### config.mk
export PLATFORM = sky130hd
export DESIGN_NAME = bmhq_cmp
export DESIGN_NICKNAME = d
export VERILOG_FILES = /design/src/rtl/core/bmhq_cmp.sv
export SDC_FILE = /design/constraint.sdc
export NUM_CORES = 1
export LEC_CHECK = 0
export ABC_CLOCK_PERIOD_IN_PS = 1870
export BUFFER_PORTS_ARGS = -buffer_cell sky130_fd_sc_hd__buf_2
export CAP_MARGIN = 15
export CORE_MARGIN = 3
export CORE_UTILIZATION = 35
export DETAILED_ROUTE_END_ITERATION = 8
export MAX_ROUTING_LAYER = met4
export PLACE_DENSITY_LB_ADDON = 0.2
export SKIP_LAST_GASP = 1
export SYNTH_ARGS = -nofsm -noshare
export SYNTH_HDL_FRONTEND = slang
export SYNTH_SLANG_ARGS = --single-unit
### constraint.sdc
create_clock -name vclk -period 1.87
set_input_delay 0.374 -clock vclk [all_inputs]
set_output_delay 0.374 -clock vclk [all_outputs]
set_load 0.01 [all_outputs]
### src/rtl/core/bmhq_cmp.sv
// Shared key comparator: strict less-than, unsigned or two's complement.
`timescale 1ns / 1ps
module bmhq_cmp #(
  parameter int KEY_BITS = 32
) (
  input  logic [KEY_BITS-1:0] a,
  input  logic [KEY_BITS-1:0] b,
  input  logic                signed_keys,
  output logic                less
);

  logic [KEY_BITS-1:0] flip;

  // Flipping the sign bit turns a signed order into an unsigned one.
  assign flip = {signed_keys, {(KEY_BITS-1){1'b0}}};
  assign less = (a ^ flip) < (b ^ flip);

endmodule

==> reports/metrics.cfg <==
[routing]
vias=985
drcViolationCount=0
vias_per_cell=4.58
wl_per_cell_um=10.2
dr.pass1.iters=3
detail-route-antenna-nets=0
postRouteWirelength_um=2200
drt_iter0_drc=6

[critical_path]
cp_max_fo=2
critPathLaunchType=input port
end_kind=output pin
cp_cell_sequence=buf_6 > inv_4 > ha_4 > nand4_1 > or4_4 > o211ai_2 > a21oi_2 > buf_2
cp.arrival_ns=1.74
critPathKind=input port to output pin
cp.required_ns=1.50
slowest_stage=or4_4
slowest_delay_ns=0.53

[outcome]
status=complete, but fails checks
violations=negative setup slack

[timing]
min_period_ns=2.11
max_freq_mhz=474
relSlewSlack=0.811
hold_violations=0
max_slew.worst_pin.slew_ns=0.281
final_max_slew_viol_count=0
setup_viol_count_final=1
layout_setup_ws_ns=-0.240
post-route-period-util=1.13
rsz0062_at_grt=true

[synthesis]
netlist.area_leader.share=0.488
ys_seq_area_frac=0
synth.largest_area_cell=ha_1
synth.area.top_cells=ha_1, inv_1, a21oi_1, nand2_1, and4_1
synth_cell_type_count=19
syn_inst=112
avgSynthCellArea_um2=7.09
syn_area_um2=795
yosys_warnings=0
syn_nets=208

[final_layout]
final_nets=286
seq_cell_count=0
clkbuf_count=0
diodes=0
syn_to_final_growth_pct=74.3
nFillCells=191
layout.cells.non_filler=215
layout-drive-gt1-share=0.489
regArea_um2=0

[global_route]
grtUsageTotal=0.154
grt_pass1_vias=932
grt_overflow=0
grt.busiest_layer=met2
grt_util_met3=0.00277
grt_max_degree=4
grt_pass1_wl_um=3390
antenna_found_initial=0
grt_use_met2=0.318
use_met1=0.165

[die]
die_w_um=53.6
num_rows=16
io_pins=66
coreArea_mm2=0.00206
dieHeight_um=53.6
die-area_mm2=0.00288
start_util=0.385

[power_and_ir_drop]
comb_power_share=1.000
p_per_area_mw_per_mm2=212
p_seq_frac=0
total_power_mw=0.293
p_clk_frac=0
netSwitchingFraction=0.421
p_leak_nw=0.831
internal_power_mw=0.170
switching_power_mw=0.123
ir_drop_mv=0.112

[hold_path]
worstHoldPathType=input port to output pin

[flow_run]
drv_cap=0

[clock_network]
ctsHoldBuffers=0

[placed_design]
dp.final_hpwl_um=1990
dp.cells=212
gp_congestion=0.652
port_buffers=66

path summary, 6_finish.rpt:
| kind | depth (start not counted) | from | slack, ns | endpoint |
|---|---|---|---|---|
| max | 8 | b[10] | -0.24 | less |
| min | 6 | a[15] | 1.26 | less |
kinds of logic after synthesis:
group	after synthesis	share of synthesized area
xor gates and xnor gates	2	0.0221
adders and majority gates	31	0.488
buffers and inverters	31	0.146
AOI/OAI and AO/OA	26	0.205
and+or+nand+nor	22	0.139
synth_stat cells:
master	number
inv_1	31
a2bb2oi_1	1
a21oi_1	12
nand3_1	2
a221oi_1	2
nor2_1	3
xnor2_1	1
o2bb2ai_1	1
o21ai_0	5
xor2_1	1
nand2_1	10
a21o_1	2
o21a_1	2
and4_1	3
ha_1	31
o211ai_2	1
or4_1	1
nand4_1	2
nor3_1	1
timing repair:
item / 4_1_cts / 5_1_grt
setup endpoints to repair: 1 / 1
buffers inserted: 3 / 0
resized for setup: 8 / 5
pin swaps: 7 / 5
metrics by stage:
stage	setup TNS (ns)	util	cell area, µm²	worst slack [ns]	hold WS (ns)
2_1_floorplan	0	-	860	0.00227	1.03
3_3_place_gp	-0.268	0.619	1280	-0.268	1.25
3_5_place_dp	-0.283	0.619	1280	-0.283	1.25
4_1_cts	-0.283	0.654	1350	-0.283	1.25
5_1_grt	-0.293	0.672	1390	-0.293	1.27
6_report	-0.240	0.672	1390	-0.240	1.26
cell usage in the layout, fill, tap and decap left out, drive strengths merged, types with 3 or more instances in the layout:
cell	n
a21oi	12
and4	3
buf	76
ha	31
inv	31
nand2	10
nor2	3
o21ai	5
worst max-delay path: cells and delay by family:
kind	cells	cell delay, ns
AND/OR/NAND/NOR	2	0.65
adder cells (fa/ha/maj)	1	0.25
buffers and inverters	3	0.24
AO/OA/AOI/OAI	2	0.22
power by group through the flow:
stage	sequential [mW]	combinational, mW	clock, mW
detailed placement	0	0.268	0
global route	0	0.337	0
global placement	0	0.254	0
CTS	0	0.286	0
finish	0	0.293	0
floorplan	0	0.140	0
routing by layer:
layer / routed length (µm) / share of wire
met2: 1140 / 0.52
met3: 201 / 0.092
met5: 0 / 0
met4: 14 / 0.0064
met1: 843 / 0.38
cell type report:
type	count	area [µm²]	area share
multi-input cells	81	774	0.559
repair buffers	76	455	0.329
inverters	31	121	0.0876
well taps	27	33.8	0.0244
(Power assumes the default switching activity.)
